$ cat src/sv/pcof_pkg.sv
// Shared types and constants for the ping clock offset filter.
// No dependencies; every other file imports this package.
package pcof_pkg;

    localparam int WIN_SIZE = 16;
    localparam int LAT_W    = 16;
    localparam int OFS_W    = 58;
    localparam int CNT_W    = $clog2(WIN_SIZE + 1);
    localparam int L16_W    = LAT_W + 3;
    localparam int LSUM_W   = L16_W + CNT_W;
    localparam int SQ_W     = 2 * L16_W;
    localparam int VAR_W    = SQ_W + CNT_W;
    localparam int RAD_W    = SQ_W;
    localparam int ROOT_W   = RAD_W / 2;
    localparam int THR_W    = L16_W + 1;
    localparam int OSUM_W   = OFS_W + CNT_W;
    localparam int DIV_W    = OSUM_W - 1 + 3;
    localparam int DSTEP_W  = $clog2(DIV_W + 1);
    localparam int TIME_W   = 64;
    localparam int SPREAD_W = 20;
    localparam int COFS_W   = 63;

    typedef struct packed {
        logic                    vld;
        logic [LAT_W-1:0]        lat;
        logic signed [OFS_W-1:0] ofs;
    } entry_t;

    typedef struct packed {
        logic lt;
        logic le;
    } cmp_t;

    typedef enum logic [3:0] {
        S_IDLE,
        S_INSERT,
        S_SUM,
        S_MEAN_GO,
        S_MEAN_WAIT,
        S_VAR,
        S_VAR_GO,
        S_VAR_WAIT,
        S_SQRT_WAIT,
        S_FILT,
        S_OFS_GO,
        S_OFS_WAIT,
        S_DONE
    } state_t;

endpackage

$ cat src/sv/ping_clock_offset_filter_top.sv
// Ping clock offset filter: window of 16 cells, median, deviation, filtered offset.
// Depends on pcof_pkg, pcof_cell, pcof_div, pcof_sqrt.
//
//   channel | ports                                       | direction
//   input   | s_valid s_ready s_send_time s_server_time   | in
//           | s_receive_time                              |
//   result  | m_valid m_ready m_round_trip m_median_latency| out
//           | m_latency_spread m_clock_offset             |
//
// One ping at a time: each accept runs the insert, three passes around the cell ring,
// up to three runs of the shared bit-serial divider and a square root; the last divide
// is skipped when no sample qualifies. Synchronous active-low reset empties the window
// and clears the offset. A result waits in the output register while the next ping is
// taken; the block stalls at the end only if that register is still full.
module ping_clock_offset_filter_top (
    input  logic                          aclk,
    input  logic                          aresetn,
    input  logic                          s_valid,
    output logic                          s_ready,
    input  logic [pcof_pkg::TIME_W-1:0]   s_send_time,
    input  logic [pcof_pkg::TIME_W-1:0]   s_server_time,
    input  logic [pcof_pkg::TIME_W-1:0]   s_receive_time,
    output logic                          m_valid,
    input  logic                          m_ready,
    output logic [pcof_pkg::LAT_W-1:0]    m_round_trip,
    output logic [pcof_pkg::LAT_W-1:0]    m_median_latency,
    output logic [pcof_pkg::SPREAD_W-1:0] m_latency_spread,
    output logic signed [pcof_pkg::COFS_W-1:0] m_clock_offset
);
    import pcof_pkg::*;

    localparam logic signed [59:0] OFS_HI = (60'sd1 <<< (OFS_W - 1)) - 60'sd1;
    localparam logic signed [59:0] OFS_LO = -(60'sd1 <<< (OFS_W - 1));
    localparam logic [TIME_W-1:0]  DIFF_LIM = 64'd1 << 56;

    state_t state_reg, state_next;

    logic [TIME_W-1:0] send_reg, server_reg, recv_reg;
    logic [CNT_W-1:0]  len_reg, step_reg;
    logic [LSUM_W-1:0] lsum_reg;
    logic [LAT_W-1:0]  median_reg;
    logic              med_found_reg;
    logic [L16_W-1:0]  mean_reg;
    logic [SQ_W-1:0]   prod_reg;
    logic              prod_vld_reg;
    logic [VAR_W-1:0]  var_reg;
    logic [ROOT_W-1:0] spread_reg;
    logic [THR_W-1:0]  thr_reg;
    logic signed [OSUM_W-1:0] osum_reg;
    logic [CNT_W-1:0]  qcnt_reg;
    logic              neg_reg;
    logic signed [TIME_W-1:0] cur_ofs_reg;
    logic              m_valid_reg;
    logic [LAT_W-1:0]  m_rt_reg, m_med_reg;
    logic [SPREAD_W-1:0] m_spr_reg;
    logic [COFS_W-1:0] m_ofs_reg;

    // control
    logic              rotate, insert, div_start, sqrt_start, out_load;
    logic [DIV_W-1:0]  div_dividend, div_quo;
    logic [CNT_W-1:0]  div_divisor;
    logic              div_busy, sqrt_busy;
    logic [ROOT_W-1:0] sqrt_root;

    // cell ring
    entry_t chain [WIN_SIZE];
    cmp_t   flags [WIN_SIZE];
    entry_t new_ent, tail;
    logic [L16_W-1:0] tail_l16, dabs;
    logic [CNT_W-1:0] lt_cnt, le_cnt;

    // new sample
    logic [LAT_W-1:0]  ping;
    logic              srv_ge;
    logic [TIME_W-1:0] mag;
    logic [56:0]       magc;
    logic signed [59:0] twod, ofs_w;
    logic signed [OFS_W-1:0] ofs_c;
    logic [OSUM_W-1:0] osum_mag;

    assign ping   = recv_reg[LAT_W-1:0] - send_reg[LAT_W-1:0];
    assign srv_ge = server_reg >= recv_reg;
    assign mag    = srv_ge ? server_reg - recv_reg : recv_reg - server_reg;
    assign magc   = (mag > DIFF_LIM) ? DIFF_LIM[56:0] : mag[56:0];
    assign twod   = signed'({2'b00, magc, 1'b0});
    assign ofs_w  = (srv_ge ? twod : -twod) + signed'({44'd0, ping});

    always_comb begin
        if (ofs_w > OFS_HI) begin
            ofs_c = OFS_HI[OFS_W-1:0];
        end else if (ofs_w < OFS_LO) begin
            ofs_c = OFS_LO[OFS_W-1:0];
        end else begin
            ofs_c = ofs_w[OFS_W-1:0];
        end
    end

    assign new_ent.vld = 1'b1;
    assign new_ent.lat = ping;
    assign new_ent.ofs = ofs_c;

    assign tail     = chain[WIN_SIZE-1];
    assign tail_l16 = {tail.lat, 3'b000};
    assign dabs     = (tail_l16 >= mean_reg) ? tail_l16 - mean_reg : mean_reg - tail_l16;

    genvar gi;
    generate
        for (gi = 0; gi < WIN_SIZE; gi++) begin : g_cell
            pcof_cell u_cell (
                .aclk     (aclk),
                .aresetn  (aresetn),
                .shift_en (insert || rotate),
                .ent_in   ((gi == 0) ? (insert ? new_ent : chain[WIN_SIZE-1])
                                     : chain[(gi == 0) ? 0 : gi-1]),
                .key      (tail.lat),
                .ent_out  (chain[gi]),
                .flags    (flags[gi])
            );
        end
    endgenerate

    always_comb begin
        lt_cnt = '0;
        le_cnt = '0;
        for (int i = 0; i < WIN_SIZE; i++) begin
            lt_cnt = lt_cnt + CNT_W'(flags[i].lt);
            le_cnt = le_cnt + CNT_W'(flags[i].le);
        end
    end

    assign osum_mag = osum_reg[OSUM_W-1] ? OSUM_W'(-osum_reg) : OSUM_W'(osum_reg);

    pcof_div u_div (
        .aclk     (aclk),
        .aresetn  (aresetn),
        .start    (div_start),
        .dividend (div_dividend),
        .divisor  (div_divisor),
        .busy     (div_busy),
        .quotient (div_quo)
    );

    pcof_sqrt u_sqrt (
        .aclk     (aclk),
        .aresetn  (aresetn),
        .start    (sqrt_start),
        .radicand (div_quo[RAD_W-1:0]),
        .busy     (sqrt_busy),
        .root     (sqrt_root)
    );

    always_ff @(posedge aclk) begin
        if (!aresetn) begin
            state_reg <= S_IDLE;
        end else begin
            state_reg <= state_next;
        end
    end

    always_comb begin
        state_next   = state_reg;
        rotate       = 1'b0;
        insert       = 1'b0;
        div_start    = 1'b0;
        sqrt_start   = 1'b0;
        out_load     = 1'b0;
        div_dividend = '0;
        div_divisor  = len_reg;
        case (state_reg)
            S_IDLE: begin
                if (s_valid) begin
                    state_next = S_INSERT;
                end
            end
            S_INSERT: begin
                insert     = 1'b1;
                state_next = S_SUM;
            end
            S_SUM: begin
                rotate = 1'b1;
                if (step_reg == CNT_W'(WIN_SIZE - 1)) begin
                    state_next = S_MEAN_GO;
                end
            end
            S_MEAN_GO: begin
                div_start    = 1'b1;
                div_dividend = DIV_W'(lsum_reg);
                state_next   = S_MEAN_WAIT;
            end
            S_MEAN_WAIT: begin
                if (!div_busy) begin
                    state_next = S_VAR;
                end
            end
            S_VAR: begin
                rotate = (step_reg != CNT_W'(WIN_SIZE));
                if (step_reg == CNT_W'(WIN_SIZE)) begin
                    state_next = S_VAR_GO;
                end
            end
            S_VAR_GO: begin
                div_start    = 1'b1;
                div_dividend = DIV_W'(var_reg);
                state_next   = S_VAR_WAIT;
            end
            S_VAR_WAIT: begin
                if (!div_busy) begin
                    sqrt_start = 1'b1;
                    state_next = S_SQRT_WAIT;
                end
            end
            S_SQRT_WAIT: begin
                if (!sqrt_busy) begin
                    state_next = S_FILT;
                end
            end
            S_FILT: begin
                rotate = 1'b1;
                if (step_reg == CNT_W'(WIN_SIZE - 1)) begin
                    state_next = S_OFS_GO;
                end
            end
            S_OFS_GO: begin
                if (qcnt_reg == '0) begin
                    state_next = S_DONE;
                end else begin
                    div_start    = 1'b1;
                    div_dividend = {osum_mag[OSUM_W-2:0], 3'b000};
                    div_divisor  = qcnt_reg;
                    state_next   = S_OFS_WAIT;
                end
            end
            S_OFS_WAIT: begin
                if (!div_busy) begin
                    state_next = S_DONE;
                end
            end
            S_DONE: begin
                if (!m_valid_reg || m_ready) begin
                    out_load   = 1'b1;
                    state_next = S_IDLE;
                end
            end
            default: begin
                state_next = S_IDLE;
            end
        endcase
    end

    always_ff @(posedge aclk) begin
        if (!aresetn) begin
            len_reg       <= '0;
            cur_ofs_reg   <= '0;
            m_valid_reg   <= 1'b0;
            med_found_reg <= 1'b0;
            prod_vld_reg  <= 1'b0;
            step_reg      <= '0;
        end else begin
            if (s_valid && s_ready) begin
                send_reg   <= s_send_time;
                server_reg <= s_server_time;
                recv_reg   <= s_receive_time;
            end
            if (state_reg == S_INSERT) begin
                if (len_reg != CNT_W'(WIN_SIZE)) begin
                    len_reg <= len_reg + 1'b1;
                end
                step_reg      <= '0;
                lsum_reg      <= '0;
                med_found_reg <= 1'b0;
            end
            if (state_reg == S_SUM) begin
                step_reg <= step_reg + 1'b1;
                if (tail.vld) begin
                    lsum_reg <= lsum_reg + LSUM_W'(tail_l16);
                    // median: element len/2 of the sorted window
                    if (lt_cnt <= (len_reg >> 1) && le_cnt > (len_reg >> 1)) begin
                        median_reg    <= tail.lat;
                        med_found_reg <= 1'b1;
                    end
                end
            end
            if (state_reg == S_MEAN_WAIT && !div_busy) begin
                mean_reg     <= div_quo[L16_W-1:0];
                step_reg     <= '0;
                var_reg      <= '0;
                prod_vld_reg <= 1'b0;
            end
            if (state_reg == S_VAR) begin
                step_reg     <= step_reg + 1'b1;
                prod_reg     <= SQ_W'(dabs) * SQ_W'(dabs);
                prod_vld_reg <= rotate && tail.vld;
                if (prod_vld_reg) begin
                    var_reg <= var_reg + VAR_W'(prod_reg);
                end
            end
            if (state_reg == S_SQRT_WAIT && !sqrt_busy) begin
                spread_reg <= sqrt_root;
                thr_reg    <= THR_W'({median_reg, 3'b000}) + THR_W'(sqrt_root);
                osum_reg   <= '0;
                qcnt_reg   <= '0;
                step_reg   <= '0;
            end
            if (state_reg == S_FILT) begin
                step_reg <= step_reg + 1'b1;
                if (tail.vld && THR_W'(tail_l16) < thr_reg) begin
                    osum_reg <= osum_reg + OSUM_W'(tail.ofs);
                    qcnt_reg <= qcnt_reg + 1'b1;
                end
            end
            if (state_reg == S_OFS_GO) begin
                neg_reg <= osum_reg[OSUM_W-1];
            end
            if (state_reg == S_OFS_WAIT && !div_busy) begin
                cur_ofs_reg <= neg_reg ? -signed'(div_quo[TIME_W-1:0])
                                       : signed'(div_quo[TIME_W-1:0]);
            end
            // send and receive times still hold this ping until the next accept
            if (out_load) begin
                m_valid_reg <= 1'b1;
                m_rt_reg    <= ping;
                m_med_reg   <= median_reg;
                m_spr_reg   <= SPREAD_W'(spread_reg);
                m_ofs_reg   <= cur_ofs_reg[COFS_W-1:0];
            end else if (m_ready) begin
                m_valid_reg <= 1'b0;
            end
        end
    end

    assign s_ready          = (state_reg == S_IDLE);
    assign m_valid          = m_valid_reg;
    assign m_round_trip     = m_rt_reg;
    assign m_median_latency = m_med_reg;
    assign m_latency_spread = m_spr_reg;
    assign m_clock_offset   = signed'(m_ofs_reg);

    a_len_bound: assert property (@(posedge aclk) disable iff (!aresetn)
        len_reg <= CNT_W'(WIN_SIZE)) else $error("window length overflow");
    a_median_found: assert property (@(posedge aclk) disable iff (!aresetn)
        state_reg == S_MEAN_GO |-> med_found_reg) else $error("median not found");
    a_accept_insert: assert property (@(posedge aclk) disable iff (!aresetn)
        s_valid && s_ready |=> state_reg == S_INSERT) else $error("accept lost");
    a_window_nonempty: assert property (@(posedge aclk) disable iff (!aresetn)
        state_reg == S_SUM |-> len_reg != '0) else $error("empty window in pass");

endmodule

$ cat src/sv/pcof_cell.sv
// One window cell: holds a (latency, offset) pair and passes it down the chain.
// Depends on pcof_pkg.
module pcof_cell (
    input  logic                       aclk,
    input  logic                       aresetn,
    input  logic                       shift_en,
    input  pcof_pkg::entry_t           ent_in,
    input  logic [pcof_pkg::LAT_W-1:0] key,
    output pcof_pkg::entry_t           ent_out,
    output pcof_pkg::cmp_t             flags
);
    import pcof_pkg::*;

    entry_t ent_reg;

    always_ff @(posedge aclk) begin
        if (!aresetn) begin
            ent_reg.vld <= 1'b0;
        end else if (shift_en) begin
            ent_reg <= ent_in;
        end
    end

    assign ent_out  = ent_reg;
    assign flags.lt = ent_reg.vld && (ent_reg.lat < key);
    assign flags.le = ent_reg.vld && (ent_reg.lat <= key);

endmodule

$ cat src/sv/pcof_div.sv
// Restoring divider, one quotient bit per cycle, small unsigned divisor.
// Depends on pcof_pkg.
module pcof_div (
    input  logic                       aclk,
    input  logic                       aresetn,
    input  logic                       start,
    input  logic [pcof_pkg::DIV_W-1:0] dividend,
    input  logic [pcof_pkg::CNT_W-1:0] divisor,
    output logic                       busy,
    output logic [pcof_pkg::DIV_W-1:0] quotient
);
    import pcof_pkg::*;

    logic [DIV_W-1:0]   quo_reg;
    logic [CNT_W-1:0]   rem_reg;
    logic [CNT_W-1:0]   dvs_reg;
    logic [DSTEP_W-1:0] step_reg;
    logic               busy_reg;
    logic [CNT_W:0]     trial;
    logic [CNT_W:0]     diff;
    logic               ge;

    assign trial = {rem_reg, quo_reg[DIV_W-1]};
    assign diff  = trial - {1'b0, dvs_reg};
    assign ge    = trial >= {1'b0, dvs_reg};

    always_ff @(posedge aclk) begin
        if (!aresetn) begin
            busy_reg <= 1'b0;
            step_reg <= '0;
        end else if (start) begin
            busy_reg <= 1'b1;
            step_reg <= DSTEP_W'(DIV_W);
            quo_reg  <= dividend;
            rem_reg  <= '0;
            dvs_reg  <= divisor;
        end else if (busy_reg) begin
            quo_reg  <= {quo_reg[DIV_W-2:0], ge};
            rem_reg  <= ge ? diff[CNT_W-1:0] : trial[CNT_W-1:0];
            step_reg <= step_reg - 1'b1;
            busy_reg <= (step_reg != DSTEP_W'(1));
        end
    end

    assign busy     = busy_reg;
    assign quotient = quo_reg;

    a_start_idle: assert property (@(posedge aclk) disable iff (!aresetn)
        start |-> !busy_reg) else $error("divider restarted while busy");
    a_step_zero: assert property (@(posedge aclk) disable iff (!aresetn)
        !busy_reg |-> step_reg == '0) else $error("divider step count left over");
    a_done: assert property (@(posedge aclk) disable iff (!aresetn)
        busy_reg && step_reg == DSTEP_W'(1) && !start |=> !busy_reg)
        else $error("divider overran");

endmodule

$ cat src/sv/pcof_sqrt.sv
// Truncating integer square root, one result bit per cycle.
// Depends on pcof_pkg.
module pcof_sqrt (
    input  logic                        aclk,
    input  logic                        aresetn,
    input  logic                        start,
    input  logic [pcof_pkg::RAD_W-1:0]  radicand,
    output logic                        busy,
    output logic [pcof_pkg::ROOT_W-1:0] root
);
    import pcof_pkg::*;

    logic [RAD_W-1:0] v_reg;
    logic [RAD_W-1:0] res_reg;
    logic [RAD_W-1:0] bit_reg;
    logic             busy_reg;
    logic [RAD_W-1:0] trial;

    assign trial = res_reg + bit_reg;

    always_ff @(posedge aclk) begin
        if (!aresetn) begin
            busy_reg <= 1'b0;
        end else if (start) begin
            busy_reg <= 1'b1;
            v_reg    <= radicand;
            res_reg  <= '0;
            bit_reg  <= {2'b01, {(RAD_W-2){1'b0}}};
        end else if (busy_reg) begin
            if (v_reg >= trial) begin
                v_reg   <= v_reg - trial;
                res_reg <= (res_reg >> 1) + bit_reg;
            end else begin
                res_reg <= res_reg >> 1;
            end
            bit_reg  <= bit_reg >> 2;
            busy_reg <= (bit_reg[RAD_W-1:2] != '0);
        end
    end

    assign busy = busy_reg;
    assign root = res_reg[ROOT_W-1:0];

    a_start_idle: assert property (@(posedge aclk) disable iff (!aresetn)
        start |-> !busy_reg) else $error("sqrt restarted while busy");
    a_bit_onehot: assert property (@(posedge aclk) disable iff (!aresetn)
        busy_reg |-> $onehot(bit_reg)) else $error("sqrt bit lost");

endmodule

$ cat config.mk
export PLATFORM = sky130hd
export DESIGN_NAME = ping_clock_offset_filter_top
export DESIGN_NICKNAME = d
export VERILOG_FILES = /design/src/sv/pcof_pkg.sv /design/src/sv/ping_clock_offset_filter_top.sv /design/src/sv/pcof_cell.sv /design/src/sv/pcof_div.sv /design/src/sv/pcof_sqrt.sv
export SDC_FILE = /design/constraint.sdc
export NUM_CORES = 2
export LEC_CHECK = 0
export BUFFER_PORTS_ARGS = -buffer_cell sky130_fd_sc_hd__buf_2
export CORE_ASPECT_RATIO = 1.5
export CORE_UTILIZATION = 57
export DETAILED_ROUTE_END_ITERATION = 8
export PLACE_DENSITY = 0.88
export SLEW_MARGIN = 20
export SYNTH_ARGS = -nofsm -noshare
export SYNTH_HDL_FRONTEND = slang
export SYNTH_SLANG_ARGS = --single-unit
$ cat constraint.sdc
create_clock -name aclk -period 79.3 [get_ports aclk]
set_clock_uncertainty 0.2 [all_clocks]
set_input_delay 23.79 -clock aclk [delete_from_list [all_inputs] [get_ports aclk]]
set_output_delay 23.79 -clock aclk [all_outputs]
set_load 0.01 [all_outputs]
* Yosys cells after proc, flatten, opt, wreduce, memory -nomap -nowiden
Index checks and enable logic that the tools add are counted.
** Word-level totals
- Bits in registers :: 1964
- Input port bits :: 196
- Output and inout port bits :: 117
- Word-level logic and storage cells :: 342
** Cells by class
- $add $sub $neg :: 51
- Multiply operators :: 1
- Order comparisons :: 42
- Equality and inequality tests :: 26
- Muxes and demuxes :: 70
- Bitwise logic cells :: 1
- Reductions and logical operators :: 70
** Operator list (count)
- $le 16x16->1 :: 16
- $lt 16x16->1 :: 16
- $mux 63 :: 4
- $mux 65 :: 3
- $pmux 65 s3 :: 1
- $mux 38 :: 5
- $mux 43 :: 3
- $sub 64x64->64 :: 2
- $mux 58 :: 2
- $add 5x1->5 :: 22
- $mux 75 :: 1
- $mux 24 :: 3
- $mux 5 :: 13
- $ge 64x64->1 :: 1
- $gt 64x57->1 const B :: 1
- $mux 64 :: 1
- $add 63x58->63 :: 1
- $neg 63->63 :: 1
- $mux 62 :: 1
- $neg 62->62 :: 1
- $add 60x17->60 :: 1
- $gt 60x58->1 const B :: 1
- $lt 60x58->1 const B :: 1
- $mux 60 :: 1
- 55 further kinds :: 159

* Longest topological paths before layout
- Word-level depth :: 20
- Mapped depth :: 56
- Mapped depth without buffers :: 51

* By module
A second synthesis with hierarchy kept.
** Second synthesis, totals
- Cell total of the unflattened synthesis :: 9775
- Area total of the unflattened synthesis :: 112579.2 um2
** By module, submodules not included
- ping_clock_offset_filter_top :: times used 1, cells each 6437, area an instance 56863.3 um2, sequential area each 16656.0 um2
- pcof_cell :: times used 16, cells each 135, area an instance 2717.6 um2, sequential area each 2242.2 um2
- pcof_sqrt :: times used 1, cells each 945, area an instance 8536.9 um2, sequential area each 2872.8 um2
- pcof_div :: times used 1, cells each 233, area an instance 3697.3 um2, sequential area each 2412.3 um2

* Least setup slack after synthesis
Ideal clock, no wire load.
- Path type :: in2reg
- From :: in aresetn
- To :: reg g_cell[0].u_cell.ent_reg, in the netlist g_cell[0].u_cell.ent_out[0] (enable)
- Library setup time :: 2.775 ns
- Arrival time :: 73.219 ns
- Required time :: 76.325 ns
- Path slack :: 3.106 ns
- Stages :: 4
- Path buffers :: 2
- Cells stage by stage :: inv_1 clkbuf_1 clkbuf_1 nor2_1
** On the way
- Longest elaborated chain between the ends :: 1
** Ends and longest elaborated chain
- start, declared :: RTL line ping_clock_offset_filter_top.sv:17 : input logic aresetn,
- $reduce_and 2->1 (no source line)
- end signal, assigned :: RTL line pcof_cell.sv:20 : ent_reg <= ent_in;
- end, declared :: RTL line pcof_cell.sv:14 : entry_t ent_reg;
Every way passes these cells.
A chain may end at the register's enable or synchronous reset.

* Worst setup path after layout
- From :: in aresetn
- To :: reg g_cell[4].u_cell.ent_reg, in the netlist g_cell[4].u_cell.ent_out[53] (enable)
** On the way
- Longest elaborated chain between the ends :: 1
** Ends and longest elaborated chain (RTL line)
- $reduce_and 2->1 (no source line)
- end signal, assigned :: pcof_cell.sv:20
- end, declared :: pcof_cell.sv:14
Every way passes these cells.

==> flow_summary_export.csv <==
group,metric,value,unit
cts,post-cts-setup-buffers,0,
cells_and_area,fillers,13800,
sta,fin_crit_sh,39.4,%
detailed_routing,drc,0,
floorplan,fp-row-count,196,
status,outcome,"completed",
cts,cts_resized,0,
synth,synth_top_area_cell,"edfxtp_1",
critical_path,cp.required,79610,ps
placed_design,gp_congestion,0.980,
critical_path,start_kind,"primary input",
placed_design,portBuffers,263,
critical_path,critPathBufInv,10,
synth,synth_edf_count,1856,
cells_and_area,drive_gt1_share,8.68,%
critical_path,cp_max_fo,208,
detailed_routing,initialDrtViolationCount,6973,
detailed_routing,antenna_left,0,
detailed_routing,wl_per_cell,25.0,um
global_route,grt_pass1_wl,458000,um
global_route,grt_usage,31.2,%
cts,cts_tree,"yes",
floorplan,die_w,359,um
floorplan,io_pins,313,
sta,setup_tns,0,ps
cts,root_buffer,"clkbuf_16",
synth,synth_area_leaders,"edfxtp_1, ha_1, fa_1",
cts,htreeDepth,4,
floorplan,die-area,193000,sq um
cells_and_area,finalNetCount,10800,
critical_path,critPathTopFamily,"buffers and inverters",
cts,clk_pin_slew,70,ps
critical_path,cpPeakStageDelay,970,ps
sta,worst_pin_slew,1210,ps
detailed_routing,dr.pass1.iters,7,
flow_run,maxCapViolCount,0,
global_route,first_global_vias,78500,
synth,yosys_register_bits,1960,
sta,fin_crit,31230,ps
floorplan,start_util,57.3,%
cells_and_area,area_delta_synth_final,9.41,%
cells_and_area,largest_register_ffs,1200,
sta,rsz0062_at_grt,"false",
detailed_routing,viasPerCell,6.30,
sta,max_freq,32.0,MHz
synth,avgSynthCellArea,11.8,sq um
global_route,overflow,0,
critical_path,crit_chain,"buf_6 > clkinv_2 > nor2_4 > buf_4 > buf_4 > buf_4 > buf_4 > buf_4 > buf_12 > buf_6 > buf_4",
detailed_routing,wirelength,303000,um
cts,clock_sinks,1960,
critical_path,worstPathArrival,31540,ps
floorplan,core_area,190000,sq um
floorplan,die_h,538,um
synth,postSynth.asyncResetShare,0,%
sta,setup_viol,0,
critical_path,end_kind,"register",
cts,cts_buffers,179,
critical_path,setup.worst_path.class,"primary input to register",
synth,syn-cell-area,109000,sq um
critical_path,crit_top_cell,"buf_4",
critical_path,crit_slowest_cell,"buf_4",
sta,hold_viol_final,0,
synth,synth_warnings,0,
cts,clk_path_buf_depth,4,
worst_hold_path,worstHoldPathType,"register to register",
synth,syn_inst,9251,
synth,ys.flop_type,"edfxtp_1",
sta,slew_violations,0,
synth,yosysSeqAreaShare,53.1,%
global_route,grt_max_degree,209,
synth,synthesis.nets,10500,
synth,synth.top_cell.area_share,51.1,%
cts,clk_latency,850,ps
sta,slew_headroom,18.9,%
placed_design,dpl.hpwl,220000,um
cts,hold_buffers,0,
detailed_routing,vias,76500,
synth,synth.distinct_cells,117,
global_route,grt_antenna_before_repair,7,
==> per-stage QoR <==
step                      worst slack, ps  cells  hold WS [ps]  instance area, sq um  util [%]
after floorplan                      3110   9251           200                109000         -
after global placement              47430  11800           201                113000      59.6
after detailed placement            47080  11800           205                113000      59.6
after CTS                           48050  12100           196                119000      62.7
after global routing                47760  12100           203                119000      62.7
final                               48070  12100           204                119000      62.7
==> worst reg2reg max path, delay by kind of cell (launching register included) <==
| kind | cells | cell delay (ps) |
|---|---|---|
| and+or+nand+nor | 6 | 1090 |
| DFF | 1 | 350 |
| xor gates and xnor gates | 2 | 910 |
| buffers and inverters | 6 | 1350 |
| AOI/OAI and AO/OA | 26 | 7020 |
| adders and majority gates | 9 | 3590 |
==> cell usage in the layout, fill, tap and decap left out, types with 180 or more instances in the layout <==
cell,count
inv_1,684
clkbuf_16,181
nor2_1,607
a21o_1,180
a21oi_1,552
o21ai_0,525
buf_2,262
ha_1,812
edfxtp_1,1856
nand2_1,621
xnor2_1,245
nand3_1,197
fa_1,277
xor2_1,310
==> path summary, 6_finish.rpt <==
path | slack (ps) | endpoint | depth (start not counted) | startpoint
max | 48070 | g_cell[4].u_cell.ent_out[53] | 11 | aresetn
min | 200 | g_cell[15].u_cell.ent_out[23] | 0 | g_cell[14].u_cell.ent_out[23]
max reg2reg | 64570 | prod_reg[37] | 49 | g_cell[15].u_cell.ent_out[58]
min reg2reg | 200 | g_cell[15].u_cell.ent_out[23] | 0 | g_cell[14].u_cell.ent_out[23]
==> kinds of logic after synthesis <==
| family | Yosys count | share of synthesized area [%] |
|---|---|---|
| xor+xnor | 564 | 4.53 |
| compound gates | 2215 | 13.1 |
| simple gates | 2357 | 10.7 |
| flops | 1960 | 53.1 |
| fa+ha+maj | 1089 | 14.4 |
| mux | 71 | 0.692 |
| other cells | 1 | 0.00344 |
| buf+inv | 994 | 3.57 |
==> metal layers <==
metal	GRT usage [%]	part of all wire [%]
met3	4.47	6.1
met2	56.2	51
met4	22.4	8.4
met5	0	0.0069
met1	33.5	35
==> area by class of cell <==
| type | instances | area [sq um] | area share [%] |
|---|---|---|---|
| sequential | 1960 | 57800 | 48.5 |
| multi-input combinational | 6297 | 47500 | 39.8 |
| clock buffer | 214 | 4680 | 3.93 |
| tap | 2475 | 3100 | 2.60 |
| inverter | 693 | 2610 | 2.18 |
| timing repair buffer | 395 | 2340 | 1.96 |
| clock inverter | 105 | 1170 | 0.985 |
| antenna | 5 | 12.5 | 0.0105 |
==> synthesized netlist by cell type, drive strengths merged, types with 88 or more instances <==
library cell and number:
xor2 314, nor2 612, buf 99, inv 688, nor3 128, ha 812
clkbuf 202, nand2b 121, nor2b 124, nand3 198, o31ai 88, a211oi 115
xnor2 250, edfxtp 1856, nand2 627, dfxtp 104, fa 277, a21o 180
o21ai 605, a21oi 555, nand4 128
Power is left out: the tool's default activity adds up to more than one toggle a clock period on the data nets, which glitch-free logic cannot reach.
